**src/rtl/dbeq_pkg.sv**
```systemverilog
// ============================================================================
// dbeq_pkg
// Shared types and constants for the debounced button edge queue.
// ============================================================================
package dbeq_pkg;

    localparam int PIN_COUNT = 32;
    localparam int PIN_W     = 5;
    localparam int TIME_W    = 32;
    localparam int LOCK_W    = 16;
    localparam int CNT_W     = 3;
    localparam int IN_W      = 72;
    localparam int OUT_W     = 104;
    localparam int CFG_IDX_W = 2;
    localparam int CFG_W     = 32;

    localparam logic [31:0] PINS_PRESENT = 32'hffff_ffff >> (32 - PIN_COUNT);

    localparam logic [CFG_IDX_W-1:0] REG_BUTTON_MASK = 2'd0;
    localparam logic [CFG_IDX_W-1:0] REG_LOCKOUT     = 2'd1;
    localparam logic [CFG_IDX_W-1:0] REG_QUEUE_LIMIT = 2'd2;

    localparam logic [LOCK_W-1:0] LOCKOUT_RESET     = 16'd4000;
    localparam logic [CNT_W-1:0]  QUEUE_LIMIT_RESET = 3'd4;

    typedef enum logic [1:0] {
        OP_EDGE   = 2'd0,
        OP_POLL   = 2'd1,
        OP_RESYNC = 2'd2
    } opcode_t;

    typedef struct packed {
        logic              accept;
        opcode_t           opcode;
        logic [PIN_W-1:0]  pin_index;
        logic              pin_level;
        logic [TIME_W-1:0] time_us;
        logic [LOCK_W-1:0] lockout_us;
        logic [CNT_W-1:0]  queue_limit;
    } lane_cmd_t;

    typedef struct packed {
        logic hit;
        logic taken;
        logic pending;
    } lane_res_t;

endpackage

```
**src/rtl/dbeq_lane.sv**
```systemverilog
// ============================================================================
// dbeq_lane
// Per-pin lane: lockout check, edge acceptance and transition queue count.
// ============================================================================
module dbeq_lane
    import dbeq_pkg::*;
(
    input  logic             clk,
    input  logic             rst_n,
    input  logic [PIN_W-1:0] lane_id,
    input  lane_cmd_t        cmd,
    input  logic             button,
    input  logic             debounced,
    output lane_res_t        res
);

    logic [CNT_W-1:0]  count_reg;
    logic [CNT_W-1:0]  count_next;
    logic [TIME_W-1:0] last_reg;
    logic [TIME_W-1:0] last_next;
    logic [TIME_W-1:0] elapsed;
    logic [TIME_W-1:0] lock_ext;
    logic              sel;
    logic              hit;
    logic              taken;

    assign lock_ext = {{(TIME_W-LOCK_W){1'b0}}, cmd.lockout_us};
    assign elapsed  = cmd.time_us - last_reg;
    assign sel      = cmd.accept && (cmd.opcode == OP_EDGE)
                      && (cmd.pin_index == lane_id);
    assign hit      = sel && button && (elapsed >= lock_ext)
                      && (cmd.pin_level != debounced);
    assign taken    = hit && (count_reg < cmd.queue_limit);

    always_comb
    begin
        count_next = count_reg;
        last_next  = last_reg;
        if (hit)
        begin
            last_next = cmd.time_us;
        end
        if (taken)
        begin
            count_next = CNT_W'(count_reg + 1'b1);
        end
        if (cmd.accept && button)
        begin
            case (cmd.opcode)
                OP_POLL:
                begin
                    if (count_reg != '0)
                    begin
                        count_next = CNT_W'(count_reg - 1'b1);
                    end
                end
                OP_RESYNC:
                begin
                    count_next = '0;
                    last_next  = cmd.time_us - lock_ext;
                end
                default:
                begin
                end
            endcase
        end
    end

    always_ff @(posedge clk or negedge rst_n)
    begin
        if (!rst_n)
        begin
            count_reg <= '0;
            last_reg  <= '0;
        end
        else
        begin
            count_reg <= count_next;
            last_reg  <= last_next;
        end
    end

    assign res.hit     = hit;
    assign res.taken   = taken;
    assign res.pending = (count_reg != '0);

endmodule

```
**config.mk**
```make
export PLATFORM = sky130hd
export DESIGN_NAME = dbeq_lane
export DESIGN_NICKNAME = d
export VERILOG_FILES = /design/src/rtl/dbeq_pkg.sv /design/src/rtl/dbeq_lane.sv
export SDC_FILE = /design/constraint.sdc
export NUM_CORES = 1
export LEC_CHECK = 0
export BUFFER_PORTS_ARGS = -buffer_cell sky130_fd_sc_hd__buf_4
export CAP_MARGIN = 10
export CORE_AREA = 8 8 119 121
export CTS_BUF_LIST = sky130_fd_sc_hd__clkbuf_8
export DETAILED_ROUTE_END_ITERATION = 10
export DIE_AREA = 0 0 127 129
export PLACE_DENSITY = 0.76
export SYNTH_ARGS = -nofsm -noshare
export SYNTH_HDL_FRONTEND = slang
export SYNTH_SLANG_ARGS = --single-unit
export TNS_END_PERCENT = 100
```
**constraint.sdc**
```tcl
create_clock -name clk -period 14.1 [get_ports clk]
set_input_delay 1.41 -clock clk [delete_from_list [all_inputs] [get_ports clk]]
set_output_delay 1.41 -clock clk [all_outputs]
set_load 0.02 [all_outputs]
```
Yosys cells after proc, flatten, opt, wreduce, memory -nomap -nowiden:

Index checks and enable logic that the tools add are counted.

* reductions and logical operators: 9
* multiplexer cells: 7
* $add $sub $neg: 4
* order comparisons: 2
* eq/ne operators: 4

Operators by type and width (number)
* $mux 32: 3
* $ge 32x16->1: 1
* $sub 32x16->32: 1
* $sub 32x32->32: 1
* $mux 3: 3
* $logic_and 1x1->1: 7
* $pmux 3 s2: 1
* $eq 5x5->1: 1
* $add 3x1->3 const B: 1
* $lt 3x3->1: 1
* $reduce_bool 3->1: 1
* $sub 3x1->3 const B: 1
* $eq 2x1->1 const B: 1
* $eq 2x2->1 const B: 1
* $logic_not 2->1: 1
* $ne 1x1->1: 1

* word-level logic and storage cells: 28
* output and inout bits: 3
* bits in registers: 35

Longest topological paths before layout:

* depth in word-level cells: 11
* depth in mapped cells: 22
* mapped depth without buffers: 21

Worst setup path after synthesis:

OpenSTA, ideal clock, no wires.

* kind: input to output
* start point: input cmd[19] (netlist bit)
* end point: output res[1] (netlist bit)
* path slack: 7349 ps
* data required time: 12690 ps
* path buffers: 1
* cell stages on the path: 21
* arrival time: 5341 ps
* cells stage by stage: inv_1 > ha_1 > fa_1 > nand2b_1 > a21oi_1 > nor3_1 > o21ai_0 > nand3_1 > o21ai_0 > xor2_1 > ha_1 > a21o_1 > a2111oi_0 > a21oi_1 > nor4_1 > o2111ai_1 > nor4_4 > nand4_4 > nor2_2 > nor2_1 > buf_4

* cells in the longest elaborated chain, start to end: 5

RTL lines
* start: declaration: RTL line dbeq_lane.sv:11 `input lane_cmd_t cmd,`
* $sub 32x32->32: RTL line dbeq_lane.sv:28 `assign elapsed = cmd.time_us - last_reg;`
* $ge 32x16->1: RTL line dbeq_lane.sv:31 `assign hit = sel && button && (elapsed >= lock_ext)`
* $logic_and 1x1->1: RTL line dbeq_lane.sv:31
* $logic_and 1x1->1: RTL line dbeq_lane.sv:32 `&& (cmd.pin_level != debounced);`
* $logic_and 1x1->1: RTL line dbeq_lane.sv:33 `assign taken = hit && (count_reg < cmd.queue_limit);`
* end: declaration: RTL line dbeq_lane.sv:14 `output lane_res_t res`

Every way passes these cells.

==> impl_results.md <==
- Cell-internal power: 0.3898 mW
- Routed WL: 14420 um
- CTS tree: done
- MaxCap Viol Count: 0
- Crit-path max FO: 7
- WP data required: 12690 ps
- Min-delay src: last_reg[28]
- Net Sw Frac: 0.4562
- VDD IR-drop max: 0.00005704 V
- Area after DPL: 6071 um2
- Pwr dens: 115.8 nW/um2
- Nets: 895
- Part of the power in registers: 0.196
- Fin. Hold Viols: 0
- CP endpoint kind: output port
- Synth Instances: 692
- Ys Warns: 0
- Die area: 16380 um2
- CP Class: in -> out
- FF-to-FF path depth: 20
- Initial Util: 0.4415
- Syn_nets: 834
- Initial antenna violation count: 0
- Worst R2R Start: last_reg[0]
- Clock network latency to the later pin of the worst-skew pair: 310 ps
- Clock Power Share: 0.140
- Dpl ws: 6575 ps
- Min Clock Period, post-route: 7553 ps
- Period utilization: 0.5357
- Combinational Power Share: 0.663
- Transition time of the tightest slew-check pin: 1054 ps
- Die width: 127 um
- Fin. max-slew vios: 0
- Mapped Area: 5435 um2
- Main synth FF type: dfrtp_1
- First-pass GRT wire length: 23830 um
- Max_slew headroom: 0.2944
- Net load switching power: 0.3271 mW
- Design area: 6188 um2
- Grt ovf: 0
- Clk slew on worst S/H paths: 80 ps
- Core Rows: 41
- Starting DRT DRC Count: 263
- Unique masters post-synth: 78
- Post-DRT Antenna Nets: 0
- Wirelength per Cell: 15.95 um
- Layout cells sized above 1: 0.1459
- Pin count of the biggest net entering global routing: 56
- Synth cell count leaders: 75 x inv_1, 71 x ha_1, 59 x nand2_1, 50 x a21oi_1, 40 x nor2_1
- Clock Path Buffers: 2
- Post-Syn Area per Cell: 7.854 um2
- Setup TNS: 0 ps
- # DRC: 0
- Data arrival time of the worst path: 6140 ps
- Most used standard cell by instance count after synthesis: inv_1
- Achievable Freq: 132.4 MHz
- Final core occ: 0.5026
- Clock Skew: 8.534 ps
- Total CTS buffers: 5
- Most area-consuming cells after synthesis: ha_1 16%, dfrtp_1 16%, xnor2_1 5.6%
- Reg2reg setup slack: 7990 ps
- PortBufs: 71
- Clock sink total: 35
- Ant diodes: 0
- Post-CTS Resized: 0
- Hold path endpoint: last_reg[28]
- Vias/cell: 5.794
- Core area: 12310 um2
- Fin worst setup slack: 6547 ps
- Seq/Total Area, Yosys: 0.1611
- Area Growth Syn to Fin: 13.86%
- Startpoint Class: input port
- Max reg flops: 32
- Unrepaired setup endpoints after global routing: false
- Number of flops mapped to enable cells by yosys: 0
- DIE HEIGHT: 129 um
- Root Driver: clkbuf_8
- Vias in the first global route: 5051
- Seq cells post-synth: 35
- Hold path depth: 1
- Post-synth top area share: 0.1634
- H-tree levels: 2
- DR vias: 5238
- RePlAce Congestion: 0.9945
- Num ports: 72
- Reg-to-Reg End: last_reg[19]
- Type of the most critical hold path: reg -> reg
- Postcts setup bufs: 0
- CTS hold repair buffers: 0
- Area leader, netlist: ha_1
- Outcome: finished clean
- GRT Total Usage: 0.1753
- Async S/R FF share, synth: 1.000
- HPWL Detailed: 11510 um
- Leak pwr: 3.041 nW
- Setup violators final: 0
- Drt pass-1 iters: 7
## cell type report
cell class	instances	area, um2
clock inverter	2	35.03
inverter	75	281.5
timing repair buffer	72	540.5
multi-input combinational	564	4185
clock buffer	6	82.58
fill	1231	6123
sequential	35	875.8
tap	150	187.7
## critical path: stages
cell,delay (ps)
buf_4,80
inv_1,50
ha_1,220
fa_1,410
nand2b_1,180
a21oi_1,250
nor3_1,110
o21ai_0,270
nand3_1,110
o21ai_0,200
xor2_1,180
ha_1,260
a21o_1,170
a2111oi_0,520
a21oi_1,170
nor4_1,300
o2111ai_1,230
nor4_4,290
nand4_4,200
nor2_2,300
nor2_1,90
buf_4,160
## layer usage
layer	up-vias	global-route usage	wire [um]
met4	0	0.05458	283
li1	2649	-	-
met3	20	0.03062	707
met5	-	0	0
met1	2431	0.2237	6751
met2	138	0.2951	6679
## cells in the final DEF (no fill, tap or decap), types with 6 or more instances in the layout
cell	count
inv_1	75
buf_4	72
ha_1	71
nand2_1	59
a21oi_1	50
nor2_1	40
o21ai_0	36
xnor2_1	35
dfrtp_1	35
mux2i_1	27
a21o_1	18
o21ai_1	15
nor3_1	14
and2_1	12
and3_1	12
xor2_1	11
a221o_1	11
nand3_1	10
or3_1	9
o21a_1	8
nor2b_1	7
nand2b_1	7
a211oi_1	7
a31o_2	6
and4_1	6
clkbuf_8	6
## worst max-delay path by stage
stage / cells after the start / end / slack, ps / from
floorplan: 21 / res[1] / 7350 / cmd[19]
finish: 22 / res[1] / 6550 / cmd[19]
global placement: 22 / res[1] / 6690 / cmd[19]
detailed placement: 22 / res[1] / 6570 / cmd[19]
global route: 22 / res[1] / 6230 / cmd[19]
CTS: 22 / res[1] / 6580 / cmd[19]
## power groups by stage
stage / registers [mW] / clock network, mW / logic, mW
3_3_place_gp: 0.142 / 0 / 0.464
4_1_cts: 0.141 / 0.104 / 0.471
2_1_floorplan: 0.138 / 0 / 0.362
5_1_grt: 0.144 / 0.107 / 0.533
3_5_place_dp: 0.142 / 0 / 0.468
6_report: 0.141 / 0.101 / 0.475
## cells by family (layout without fill, tap and decap cells)
kind of cell / Yosys count / in the layout / synth area share
AO/OA/AOI/OAI: 210 / 210 / 0.2703
XOR/XNOR: 46 / 46 / 0.07412
adder cells (fa/ha/maj): 73 / 73 / 0.1708
buffers and inverters: 93 / 155 / 0.06906
flip-flops: 35 / 35 / 0.1611
multiplexers: 28 / 28 / 0.05180
AND/OR/NAND/NOR: 207 / 207 / 0.2028
## metrics by stage
stage | power (mW) | hold WS (ps) | std cells
after floorplan | 0.5007 | 478.5 | 692
after global placement | 0.6055 | 497.2 | 896
after detailed placement | 0.6106 | 505.6 | 896
after CTS | 0.7157 | 527.3 | 904
after global routing | 0.7835 | 552.5 | 904
final | 0.7169 | 527.8 | 904
No activity file was read; power rests on OpenSTA's default activity.
