$ cat src/rtl/dbeq_pkg.sv
// ============================================================================
// dbeq_pkg
// Shared types and constants for the debounced button edge queue.
// ============================================================================
package dbeq_pkg;

    localparam int PIN_COUNT = 32;
    localparam int PIN_W     = 5;
    localparam int TIME_W    = 32;
    localparam int LOCK_W    = 16;
    localparam int CNT_W     = 3;
    localparam int IN_W      = 72;
    localparam int OUT_W     = 104;
    localparam int CFG_IDX_W = 2;
    localparam int CFG_W     = 32;

    localparam logic [31:0] PINS_PRESENT = 32'hffff_ffff >> (32 - PIN_COUNT);

    localparam logic [CFG_IDX_W-1:0] REG_BUTTON_MASK = 2'd0;
    localparam logic [CFG_IDX_W-1:0] REG_LOCKOUT     = 2'd1;
    localparam logic [CFG_IDX_W-1:0] REG_QUEUE_LIMIT = 2'd2;

    localparam logic [LOCK_W-1:0] LOCKOUT_RESET     = 16'd4000;
    localparam logic [CNT_W-1:0]  QUEUE_LIMIT_RESET = 3'd4;

    typedef enum logic [1:0] {
        OP_EDGE   = 2'd0,
        OP_POLL   = 2'd1,
        OP_RESYNC = 2'd2
    } opcode_t;

    typedef struct packed {
        logic              accept;
        opcode_t           opcode;
        logic [PIN_W-1:0]  pin_index;
        logic              pin_level;
        logic [TIME_W-1:0] time_us;
        logic [LOCK_W-1:0] lockout_us;
        logic [CNT_W-1:0]  queue_limit;
    } lane_cmd_t;

    typedef struct packed {
        logic hit;
        logic taken;
        logic pending;
    } lane_res_t;

endpackage

$ cat src/rtl/dbeq_skid.sv
// ============================================================================
// dbeq_skid
// Two-entry output buffer so the input side keeps moving while a beat waits.
// ============================================================================
module dbeq_skid
    import dbeq_pkg::*;
(
    input  logic             clk,
    input  logic             rst_n,
    input  logic             in_valid,
    output logic             in_ready,
    input  logic [OUT_W-1:0] in_data,
    output logic             out_valid,
    input  logic             out_ready,
    output logic [OUT_W-1:0] out_data
);

    logic             out_valid_reg;
    logic             skid_valid_reg;
    logic [OUT_W-1:0] out_data_reg;
    logic [OUT_W-1:0] skid_data_reg;
    logic             push;
    logic             pop;

    assign in_ready = !skid_valid_reg;
    assign push     = in_valid && in_ready;
    assign pop      = out_valid_reg && out_ready;

    always_ff @(posedge clk or negedge rst_n)
    begin
        if (!rst_n)
        begin
            out_valid_reg  <= 1'b0;
            skid_valid_reg <= 1'b0;
        end
        else if (pop)
        begin
            if (skid_valid_reg)
            begin
                skid_valid_reg <= 1'b0;
            end
            else
            begin
                out_valid_reg <= push;
            end
        end
        else if (push)
        begin
            if (out_valid_reg)
            begin
                skid_valid_reg <= 1'b1;
            end
            else
            begin
                out_valid_reg <= 1'b1;
            end
        end
    end

    always_ff @(posedge clk)
    begin
        if (pop)
        begin
            if (skid_valid_reg)
            begin
                out_data_reg <= skid_data_reg;
            end
            else if (push)
            begin
                out_data_reg <= in_data;
            end
        end
        else if (push)
        begin
            if (out_valid_reg)
            begin
                skid_data_reg <= in_data;
            end
            else
            begin
                out_data_reg <= in_data;
            end
        end
    end

    assign out_valid = out_valid_reg;
    assign out_data  = out_data_reg;

endmodule

$ cat config.mk
export PLATFORM = sky130hd
export DESIGN_NAME = dbeq_skid
export DESIGN_NICKNAME = d
export VERILOG_FILES = /design/src/rtl/dbeq_pkg.sv /design/src/rtl/dbeq_skid.sv
export SDC_FILE = /design/constraint.sdc
export NUM_CORES = 1
export LEC_CHECK = 0
export ABC_AREA = 1
export BUFFER_PORTS_ARGS = -buffer_cell sky130_fd_sc_hd__buf_2
export CAP_MARGIN = 5
export CORE_MARGIN = 5
export CORE_UTILIZATION = 47
export CTS_CLUSTER_SIZE = 12
export DETAILED_ROUTE_END_ITERATION = 12
export HOLD_SLACK_MARGIN = 0.02
export PLACE_DENSITY = 0.75
export SYNTH_ARGS = -nofsm -noshare
export SYNTH_HDL_FRONTEND = slang
export SYNTH_SLANG_ARGS = --single-unit
$ cat constraint.sdc
create_clock -name clk -period 6.74 [get_ports clk]
set_input_delay 1.348 -clock clk [delete_from_list [all_inputs] [get_ports clk]]
set_output_delay 1.348 -clock clk [all_outputs]
set_load 0.03 [all_outputs]
# [Yosys cells after proc, flatten, opt, wreduce, memory -nomap -nowiden]
# Index checks and enable logic that the tools add are counted.
[classes] add_sub_neg=0 multipliers=0 n_div=0 magnitude_cmp=0 eq_ne=2 shifts=0 n_mux=11 bitwise_logic=1 n_reduce_logical=10
[ops] cell="$mux W104" count=5
[ops] cell="$mux W1" count=6
[ops] cell="$reduce_and A3 Y1" count=2
[ops] cell="$reduce_bool A2 Y1" count=3
[ops] cell="$reduce_and A2 Y1" count=2
[ops] cell="$logic_and A1 B1 Y1" count=2
[ops] cell="$ne A2 B1 Y1 const B" count=1
[ops] cell="$ne A2 B2 Y1 const B" count=1
[ops] cell="$logic_not A1 Y1" count=1
[ops] cell="$not A1 Y1" count=1
[totals] regBits=210 latch_bits=0 mem_bits_rw=0 mem_bits_ro=0 inputBits=108 out_inout_bits=106 wordCells=28 mem_count=0

# [Longest topological paths before layout]
# Gate-level depths: netlist (run 1).
[depth] ltp_word=5 mapped_depth=6 depth_no_buf=4

# [Worst setup path after synthesis (run 1)]
# Ideal clock, no wire load.
[synth_timing] path_kind="input to register" from="input out_ready" to="register out_data_reg[0] (netlist: out_data[0]), enable pin" setup_ps=601 t_arrival_ps=6709 t_required_ps=6139 setup_slack_ps=-569 stages=4 path_buffers=2 path_cell_list="buf_4 > buf_4 > nor2_1 > a21oi_1"
[synth_between] elab_chain_cells=3 elab_cells_between_ends=4 cone_classes="eq/ne (1); reduce/logical (3)"
[synth_lines] item="start: declaration" line_no="dbeq_skid.sv:14" text="input logic out_ready,"
[synth_lines] item="$logic_and A1 B1 Y1 *" line_no="dbeq_skid.sv:27" text="assign pop = out_valid_reg && out_ready;"
[synth_lines] item="$ne A2 B1 Y1 (no source line) / $reduce_bool A2 Y1 (equally long branches)"
[synth_lines] item="$reduce_and A3 Y1 (no source line) *"
[synth_lines] item="end signal: assignment" line_no="dbeq_skid.sv:66" text="out_data_reg <= skid_data_reg;"
[synth_lines] item="end signal: assignment" line_no="dbeq_skid.sv:70" text="out_data_reg <= in_data;"
[synth_lines] item="end signal: assignment" line_no="dbeq_skid.sv:81" text="out_data_reg <= in_data;"
[synth_lines] item="end: declaration" line_no="dbeq_skid.sv:20" text="logic [OUT_W-1:0] out_data_reg;"
# Every way passes the cells marked *; elsewhere a longest branch is shown, timed or not.
# A chain may end at the register's enable or synchronous reset.

# [Worst setup path after layout (run 1)]
[layout_timing] from="register out_valid_reg (netlist: out_valid)" to="output out_valid"
[layout_lines] item="start: declaration" line_no="dbeq_skid.sv:18" text="logic out_valid_reg;"
[layout_lines] item="start signal: assignment" line_no="dbeq_skid.sv:44" text="out_valid_reg <= push;"
[layout_lines] item="end: declaration" line_no="dbeq_skid.sv:13" text="output logic out_valid,"
# No word-level cell between the ends.

==> results of run 1 <==
[placed cells by master, fill, tap and decap left out]
cell,count
nand3_4,1
buf_4,7
diode_2,1
inv_1,4
nor2_1,2
clkbuf_1,6
clkbuf_16,23
clkinv_2,2
dfrtp_4,2
nand3_1,1
clkinv_1,3
buf_2,212
a21oi_4,1
nand4_1,104
nand2_1,215
edfxtp_1,208
inv_4,1
[logic make-up after synthesis]
family | count (synthesis)
AOI/OAI and AO/OA | 1
buffers and inverters | 52
DFF | 210
and+or+nand+nor | 323
[worst max-delay path by stage]
stage                     depth (start not counted)  slack [ps]      start                 to
after detailed placement                          5        2960  out_ready  skid_data_reg[52]
after global routing                              2        2970  out_valid          out_valid
after floorplan                                   4        1790  out_ready        out_data[0]
after CTS                                         2        3100  out_valid          out_valid
after global placement                            5        2960  out_ready  skid_data_reg[33]
final                                             2        3110  out_valid          out_valid
[metal layers]
layer / track usage / share of wire
met1: 0.2271 / 0.41
met4: 0.04488 / 0.019
met2: 0.2813 / 0.48
met3: 0.04605 / 0.097
met5: 0 / 0.00057
[area by class of cell]
cell class	count	area, um^2
Antenna cell	1	2.502
Clock buffer	29	598.1
Clock inverter	5	21.27
Fill cell	1376	6862
Inverter	5	21.27
Multi-Input combinational cell	324	1504
Sequential cell	210	6304
Tap cell	220	275.3
Timing Repair Buffer	219	1114
[where the power goes]
part           leakage, nW  internal, mW  total [mW]  switching [mW]
Combinational         1.80         0.252        1.09           0.842
Sequential            1.97          1.84        2.05           0.213
Clock                0.303         0.615        1.06           0.441
Total                 4.07          2.71        4.20            1.50
[critical path, stage by stage, from the launching register on]
cell     delay, ps
dfrtp_4        790
buf_4          620
buf_2          320
==> summary.md, run 1 <==
| Metric | Value |
|---|---|
| Status | `finished, final reports clean` |
| Buffer depth of the longest clock path | `3` |
| Share of layout cells above drive strength 1 | `0.3144` |
| Post-synthesis mux area share | `0` |
| Clock skew | `a little under 10 ps` |
| Synth Warn # | `0` |
| Period utilization | `0.5392` |
| Fraction of registers with async set or reset after synthesis | `0.009524` |
| Register area share after synthesis | `0.7810` |
| DRT antenna net count | `0` |
| Resized cells post-CTS | `0` |
| DP Worst Slack | `around 3000 ps` |
| Nets | `890` |
| Synth Area in Compound Gates | `0.0006208` |
| Pwr dens | `about 430 nW/um^2` |
| Worst Path Required | `about 5400 ps` |
| Hold WS | `approximately 550 ps` |
| Worst Hold Path Cells | `2` |
| GR Util All Layers | `0.1709` |
| Postcts setup bufs | `0` |
| Power consumption | `around 4.2 mW` |
| Vias/cell | `between 5 and 6` |
| Top cells by area, synth | `edfxtp_1 (77%), nand2_1 (10%), nand4_1 (8.1%)` |
| Post-synth top cells | `nand2_1 (215), edfxtp_1 (208), nand4_1 (104), clkbuf_1 (23), buf_2 (11)` |
| Area post-placement | `just over 9000 um^2` |
| Peak supply drop | `274.0 uV` |
| Max-cap viol count | `0` |
| Fin. max-slew vios | `0` |
| Critical path data arrival time | `2290 ps` |
| Post-synthesis xor/xnor area fraction | `0` |
| Critical Path Start Type | `flop` |
| Vias in the first global route | `about 5,300` |
| Clk Latency, worst-skew pair | `480 ps` |
| Final setup vio count | `0` |
| Largest family of logic cells by synthesized area | `simple AND/OR/NAND/NOR gates` |
| CTS Buf Count | `22` |
| 1st-iter DRT viols | `~350` |
| RSZ-0062 raised after global routing | `no` |
| Clock sink total | `210` |
| Initial antenna violation count | `2` |
| Yosys top cell area share | `0.7748` |
| Routed WL per cell | `about 17 um` |
| Fin util | `0.5892` |
| Class of the worst hold path | `flop to flop` |
| Io pins | `214` |
| Dpl hpwl | `around 11,000 um` |
| Worst Setup Path Type | `flop to output pin` |
| Global-route wire length before repair | `27,390 um` |
| Via count | `~5,200` |
| Reg-to-Reg Start | `skid_valid_reg` |
| Hold Path Sink | `out_data[29]` |
| Cell area after layout | `9839 um^2` |
| Gr ovfl total | `0` |
| TritonCTS clock tree | `built` |
| Mapped Nets | `around 690` |
| Hold Crit Start | `skid_data_reg[29]` |
| Clk slew on worst S/H paths | `about 60 ps` |
| Cell count after synthesis | `about 590` |
| Rel. slew slack | `0.2231` |
| Actual slew at the worst max-slew pin | `1165 ps` |
| Final wirelength | `17,560 um` |
| Leak | `approximately 4 nW` |
| Post-synth top area cell | `edfxtp_1` |
| Distinct cell type count after synthesis | `13` |
| Pre-Repair DR Iteration Count | `5` |
| Die area | `roughly 20,000 um^2` |
| H-tree Lvls | `1` |
| Placed insts | `978` |
| Adder-Cell Fraction of Synth Area | `0` |
| Reg2Reg Setup Slack | `roughly 3700 ps` |
| # hold bufs at CTS | `0` |
| R2R depth | `4` |
| FMAX | `0.2752 GHz` |
| Final WS setup | `around 3100 ps` |
| Most common cell in the netlist | `nand2_1` |
| Die W | `between 100 and 150 um` |
| Number of flops mapped to enable cells by yosys | `approximately 210` |
| Die height | `about 140 um` |
| DRC violations left | `0` |
| Post-Layout Cell Count | `a little over 1,000` |
| Register bit total from synthesis | `210` |
| Initial core utilization | `0.4827` |
| Synth Cell Area | `between 8000 and 9000 um^2` |
| Critical-path maximum fanout | `a little under 60` |
| Top_reg_cell synth | `edfxtp_1` |
| Site Rows | `47` |
| I/O Buffers | `213` |
| Root buf cell | `clkbuf_16` |
| Largest net degree at the start of global routing | `110` |
| Setup crit end kind | `output pin` |
| Minimum clock period | `roughly 3600 ps` |
| RD Place Congestion | `0.7894` |
| Final Hold Viols | `0` |
| Critical R2R Capture | `out_data[62]` |
| Synthesized area per cell | `13.76 um^2` |
| TNS Setup | `0 ps` |
| Post-synthesis simple-gate area fraction | `0.1836` |
| Area grow syn2layout | `22.05%` |
| Core Region | `16,700 um^2` |
(Power assumes the default switching activity.)
==> run 2, diff against run 1 <==
--- a/config.mk
+++ b/config.mk
@@ -9,11 +9,11 @@
 export BUFFER_PORTS_ARGS = -buffer_cell sky130_fd_sc_hd__buf_2
 export CAP_MARGIN = 5
 export CORE_MARGIN = 5
-export CORE_UTILIZATION = 47
+export CORE_UTILIZATION = 52
 export CTS_CLUSTER_SIZE = 12
 export DETAILED_ROUTE_END_ITERATION = 12
 export HOLD_SLACK_MARGIN = 0.02
-export PLACE_DENSITY = 0.75
+export PLACE_DENSITY = 0.79
 export SYNTH_ARGS = -nofsm -noshare
 export SYNTH_HDL_FRONTEND = slang
 export SYNTH_SLANG_ARGS = --single-unit
==> constraint.sdc (replaced) <==
create_clock -name clk -period 3.44 [get_ports clk]
set_input_delay 0.688 -clock clk [delete_from_list [all_inputs] [get_ports clk]]
set_output_delay 0.688 -clock clk [all_outputs]
set_load 0.03 [all_outputs]
==> run 2 against run 1 <==
  * Non-clock buffer count up 5
  * Sequential share of layout area decreased by 0.12 points
  * Utilization up 5.9 points
  * Critical endpoint unchanged
  * Largest power group unchanged
  * Highest routed layer unchanged
==> summary.md, run 2 (same netlist as run 1, synthesis figures left out) <==
| Metric | Value |
|---|---|
| Core Region | `15,200 um^2 (-9.0%)` |
| Buffer depth of the longest clock path | `3 (unchanged)` |
| Clk slew on worst S/H paths | `60 ps (about the same)` |
| Clock sink total | `210 (unchanged)` |
| Site Rows | `45 (-4.3%)` |
| Commonest non-fill, non-tap cells in the layout | `nand2_1 (215), buf_2 (212), edfxtp_1 (208), nand4_1 (104), clkbuf_16 (23)` |
| Critical Path Start Type | `flop` |
| RSZ-0062 raised after global routing | `no` |
| Placed insts | `950 (-2.9%)` |
| Period utilization | `0.8415` |
| Dpl hpwl | `11,800 um (+10%)` |
| Clock skew | `9.833 ps (+0.1514 ps)` |
| Status | `finished, final reports clean` |
| Die W | `134.5 um (-4.6%)` |
| Fin util | `0.6485 (+0.05932)` |
| Postcts setup bufs | `0 (unchanged)` |
| Rel. slew slack | `0.2857 (+0.06260)` |
| DRC violations left | `0 (unchanged)` |
| Nets | `895 (+0.56%)` |
| Hold Crit Start | `in_data[71]` |
| # hold bufs at CTS | `1 (+1)` |
| Hold Path Sink | `skid_data_reg[71]` |
| R2R depth | `5 (+1)` |
| Routed WL per cell | `18.44 um (+6.4%)` |
| Pwr dens | `845.5 nW/um^2 (+98%)` |
| Die height | `134.5 um (-4.6%)` |
| Final Hold Viols | `0 (unchanged)` |
| Initial antenna violation count | `2 (unchanged)` |
| Global-route wire length before repair | `28,030 um (+2.3%)` |
| TritonCTS clock tree | `built` |
| Vias/cell | `5.478 (+5.8%)` |
| DRT antenna net count | `0 (unchanged)` |
| Class of the worst hold path | `input port to flop` |
| Area grow syn2layout | `22.29%` |
| Post-Layout Cell Count | `984 (-2.9%)` |
| FMAX | `0.3454 GHz` |
| Minimum clock period | `2895 ps` |
| Clk Latency, worst-skew pair | `490 ps (about the same)` |
| Leak | `4.093 nW (+0.64%)` |
| Critical path data arrival time | `2210 ps (-80 ps)` |
| CTS Buf Count | `22 (unchanged)` |
| Setup crit end kind | `output pin` |
| RD Place Congestion | `0.7969 (+0.95%)` |
| Io pins | `214 (unchanged)` |
| Final wirelength | `18,150 um (+3.4%)` |
| Initial core utilization | `0.5303 (+0.04759)` |
| Critical R2R Capture | `skid_data_reg[82]` |
| TNS Setup | `0 ps (unchanged)` |
| Critical-path maximum fanout | `71 (+22%)` |
| Worst Setup Path Type | `flop to output pin` |
| Share of layout cells above drive strength 1 | `0.3182 (+0.003845)` |
| Reg-to-Reg Start | `out_valid` |
| Pre-Repair DR Iteration Count | `5 (unchanged)` |
| Vias in the first global route | `5,448 (+3.2%)` |
| Worst Hold Path Cells | `1 (-1)` |
| Peak supply drop | `538.1 uV (+96%)` |
| Via count | `5,390 (+2.7%)` |
| Resized cells post-CTS | `0 (unchanged)` |
| Fin. max-slew vios | `0 (unchanged)` |
| I/O Buffers | `213 (unchanged)` |
| 1st-iter DRT viols | `382 (+9.5%)` |
| Most common cell after layout, fill and taps aside | `nand2_1` |
| Actual slew at the worst max-slew pin | `1071 ps (-93.89 ps)` |
| Final setup vio count | `0 (unchanged)` |
| Max-cap viol count | `0 (unchanged)` |
| Die area | `18,090 um^2 (-8.9%)` |
| Largest net degree at the start of global routing | `107 (-2.7%)` |
| GR Util All Layers | `0.1930 (+0.02213)` |
| Gr ovfl total | `0 (unchanged)` |
| Root buf cell | `clkbuf_16` |
| Worst Path Required | `2750 ps (-2640 ps)` |
| Reg2Reg Setup Slack | `1020 ps (-2640 ps)` |
| H-tree Lvls | `1 (unchanged)` |
-- run 2: changes by cell type in the layout (fill, tap and decap cells not counted) --
| cell | before | now |
|---|---|---|
| buf_4 | 7 | 11 |
| bufinv_16 | 0 | 1 |
| clkbuf_1 | 6 | 3 |
| clkinv_1 | 3 | 4 |
| clkinv_2 | 2 | 1 |
| clkinvlp_4 | 0 | 1 |
| dlygate4sd3_1 | 0 | 1 |
| inv_4 | 1 | 0 |
-- run 2: per-layer routing --
metal,track usage,share of wire,vias to the layer above
met2,0.3240,0.48,267
met3,0.05663,0.10,25
met5,0,0.00039,-
met4,0.04016,0.014,2
li1,-,-,2552
met1,0.2538,0.40,2544
-- run 2: report_power, final --
part           switching, mW  leakage, nW  internal (mW)
Sequential             0.279         1.97           3.61
Combinational           1.79         1.82          0.505
Clock                  0.888        0.311           1.27
Total                   2.96         4.09           5.38
-- run 2: cell type report --
cell class              count  area [um^2]
flip-flops and latches    210         6304
inverters                   5        22.52
well taps                 188        235.2
multi-input cells         324         1504
repair buffers            224         1154
clock buffers              26        586.8
diodes                      1        2.502
fillers                  1121         5344
clock inverters             6        50.05
-- run 2: worst max-delay path by stage --
stage / start / to / slack [ps]
4_1_cts: out_valid / out_valid / 530
5_1_grt: out_valid / out_valid / 420
3_3_place_gp: out_ready / skid_data_reg[78] / 990
3_5_place_dp: out_ready / skid_data_reg[72] / 940
2_1_floorplan: skid_valid_reg / out_data[0] / 200
6_report: out_valid / out_valid / 550
-- run 2: worst max-delay path: stages, from the launching register on --
cell     delay [ps]
dfrtp_4         690
buf_4           680
buf_2           320
-- run 2: per-stage QoR --
| stage | hold slack, ps | total power, mW | setup WS [ps] | area (um^2) |
|---|---|---|---|---|
| global placement | 479.0 | 6.155 | 991.5 | 9209 |
| detailed placement | 478.7 | 6.246 | 937.6 | 9209 |
| global route | 364.2 | 8.706 | 418.2 | 9858 |
| CTS | 366.9 | 8.408 | 529.1 | 9856 |
| finish | 383.6 | 8.335 | 545.2 | 9858 |
| floorplan | 392.4 | 5.562 | 199.9 | 8077 |
==> run 3, diff against run 2 <==
==> constraint.sdc (replaced) <==
create_clock -name clk -period 2.7 [get_ports clk]
set_input_delay 0.54 -clock clk [delete_from_list [all_inputs] [get_ports clk]]
set_output_delay 0.54 -clock clk [all_outputs]
set_load 0.03 [all_outputs]
==> run 3 against run 2 <==
  * Via count rose by 2.3%
  * Sequential cell count unchanged
  * Clock power grew 23%
  * Sequential share of layout area down 0.19 points
  * Design area is 0.29% higher
  * Combinational power grew 35%
  * Worst setup slack got worse by 120 ps
  * Die area unchanged
==> summary.md, run 3 (same netlist as run 1, synthesis figures left out) <==
| Metric | Value |
|---|---|
| Root buf cell | `clkbuf_16` |
| Final Hold Viols | `0 (unchanged)` |
| Clock sink total | `210 (unchanged)` |
| Initial antenna violation count | `5 (+3)` |
| Final wirelength | `18,700 um (+3.1%)` |
| Worst Path Required | `2160 ps (-590 ps)` |
| M1 GR Usage | `0.2691 (+0.01527)` |
| Rel. slew slack | `0.4476 (+0.1619)` |
| Met3 usage in global routing | `0.05440 (-0.002235)` |
| Setup crit end kind | `output pin` |
| GR Util All Layers | `0.2022 (+0.009265)` |
| Fin. max-slew vios | `0 (unchanged)` |
| Critical path data arrival time | `1740 ps (-470 ps)` |
| CP peak stage delay | `470 ps (-220 ps)` |
| Core Region | `15,200 um^2 (unchanged)` |
| Area grow syn2layout | `22.64%` |
| Die height | `134.5 um (unchanged)` |
| Critical path's top delay family | `buffers and inverters` |
| Largest net degree at the start of global routing | `76 (-29%)` |
| Critical-path maximum fanout | `49 (-31%)` |
| Power consumption | `10.63 mW (+28%)` |
| Class of the worst hold path | `input port to flop` |
| Die W | `134.5 um (unchanged)` |
| Initial core utilization | `0.5303 (unchanged)` |
| DRC violations left | `0 (unchanged)` |
| Area post-placement | `9263 um^2 (+0.58%)` |
| Pre-Repair DR Iteration Count | `4 (-1)` |
| Clock skew | `6.315 ps (-3.517 ps)` |
| Clk slew on worst S/H paths | `60 ps (about the same)` |
| Worst Hold Path Cells | `1 (unchanged)` |
| FMAX | `approximately 0.44 GHz` |
| Global-route wire length before repair | `29,370 um (+4.8%)` |
| Buf/Inv on CP | `2 (unchanged)` |
| Period utilization | `0.8437` |
| H-tree Lvls | `1 (unchanged)` |
| Pwr dens | `1075 nW/um^2 (+27%)` |
| Die area | `18,090 um^2 (unchanged)` |
| Worst path slowest cell | `dfrtp_4` |
| DRT antenna net count | `0 (unchanged)` |
| Grt met2 use | `0.3355 (+0.01145)` |
| I/O Buffers | `213 (unchanged)` |
| Nets | `896 (+0.11%)` |
| RD Place Congestion | `0.8016 (+0.59%)` |
| Actual slew at the worst max-slew pin | `828.6 ps (-242.8 ps)` |
| Cell area after layout | `9887 um^2 (+0.29%)` |
| Commonest non-fill, non-tap cells in the layout | `nand2_1 (212), buf_2 (212), edfxtp_1 (208), nand4_1 (104), clkbuf_16 (23)` |
| 1st-iter DRT viols | `443 (+16%)` |
| Vias in the first global route | `5,597 (+2.7%)` |
| Most used routing layer | `met2` |
| Filler cells | `1,125 (+0.36%)` |
| Routed WL per cell | `18.99 um (+2.9%)` |
| Critical Path Start Type | `flop` |
| Status | `finished, final reports clean` |
| Resized cells post-CTS | `0 (unchanged)` |
| Critical path, cell by cell | `buf_4, buf_2` |
| Worst Setup Path Type | `flop to output pin` |
| Minimum clock period | `2278 ps` |
| Gr ovfl total | `0 (unchanged)` |
| Share of layout cells above drive strength 1 | `0.3266 (+0.008394)` |
| Final setup vio count | `0 (unchanged)` |
| Postcts setup bufs | `0 (unchanged)` |
| TritonCTS clock tree | `built` |
| Vias/cell | `5.598 (+2.2%)` |
| CTS Buf Count | `22 (unchanged)` |
| Worst path depth | `2 (unchanged)` |
| Peak supply drop | `593.7 uV (+10%)` |
| Via count | `5,514 (+2.3%)` |
| RSZ-0062 raised after global routing | `no` |
| Clk Latency, worst-skew pair | `490 ps (about the same)` |
| Site Rows | `45 (unchanged)` |
| Buffer depth of the longest clock path | `3 (unchanged)` |
| Io pins | `214 (unchanged)` |
| R2R depth | `4 (-1)` |
| Dpl hpwl | `11,900 um (+0.82%)` |
| Leak | `4.092 nW (about the same)` |
| Max-cap viol count | `0 (unchanged)` |
## run 3: changes by cell type in the layout (fill, tap and decap cells not counted), sizes merged
cell      previous run  this run
bufinv               1         0
inv                  4         3
clkinvlp             1         2
clkinv               5         7
buf                223       224
clkbuf              26        25
## run 3: area by class of cell
type	instances	area (um^2)	share of cell area
flip-flops and latches	210	6304	0.6376
clock buffers	25	583.1	0.05897
repair buffers	225	1186	0.1200
diodes	1	2.502	0.0002531
clock inverters	7	28.78	0.002911
well taps	188	235.2	0.02379
multi-input cells	324	1519	0.1536
inverters	5	28.78	0.002911
## run 3: worst register-to-register path: stages, from the launching register on
cell	delay, ps
dfrtp_4	470
buf_4	470
buf_4	600
nand4_1	210
nand2_1	120
## run 3: final timing paths
path | from | end | slack [ps]
setup / recovery | out_valid | out_valid | 420
hold / removal | in_data[46] | skid_data_reg[46] | 240
setup reg to reg | out_valid | out_data[44] | 680
hold reg to reg | skid_data_reg[101] | out_data[101] | 550
max in group asynchronous | rst_n | out_valid | 2210
min in group asynchronous | rst_n | skid_valid_reg | 380
## run 3: power by group
| group | internal (mW) | switching, mW | leakage [nW] |
|---|---|---|---|
| clock | 1.52 | 1.13 | 0.301 |
| sequential | 4.59 | 0.283 | 1.97 |
| combinational | 0.693 | 2.41 | 1.82 |
## run 3: per-stage QoR
step / util / std cells / hold WS, ps / worst slack [ps] / setup TNS [ps]
finish: 0.6504 / 985 / 242.5 / 422.0 / 0
CTS: 0.6502 / 984 / 222.0 / 420.1 / 0
global route: 0.6504 / 985 / 218.1 / 349.5 / 0
floorplan: - / 586 / 244.4 / -320.7 / -46630
global placement: 0.6093 / 951 / 328.3 / 646.8 / 0
detailed placement: 0.6093 / 951 / 333.3 / 585.8 / 0
## run 3: routing by layer
layer	vias to the layer above	wire length (um)
li1	2552	-
met1	2632	7412
met2	285	9150
met3	37	1818
met4	8	284
met5	-	35
## run 3: repair_timing
item | in CTS | in global routing
endpoints found under the hold margin | 2 | 0
endpoints found under the setup margin | 0 | 0
hold buffers | 1 | 0
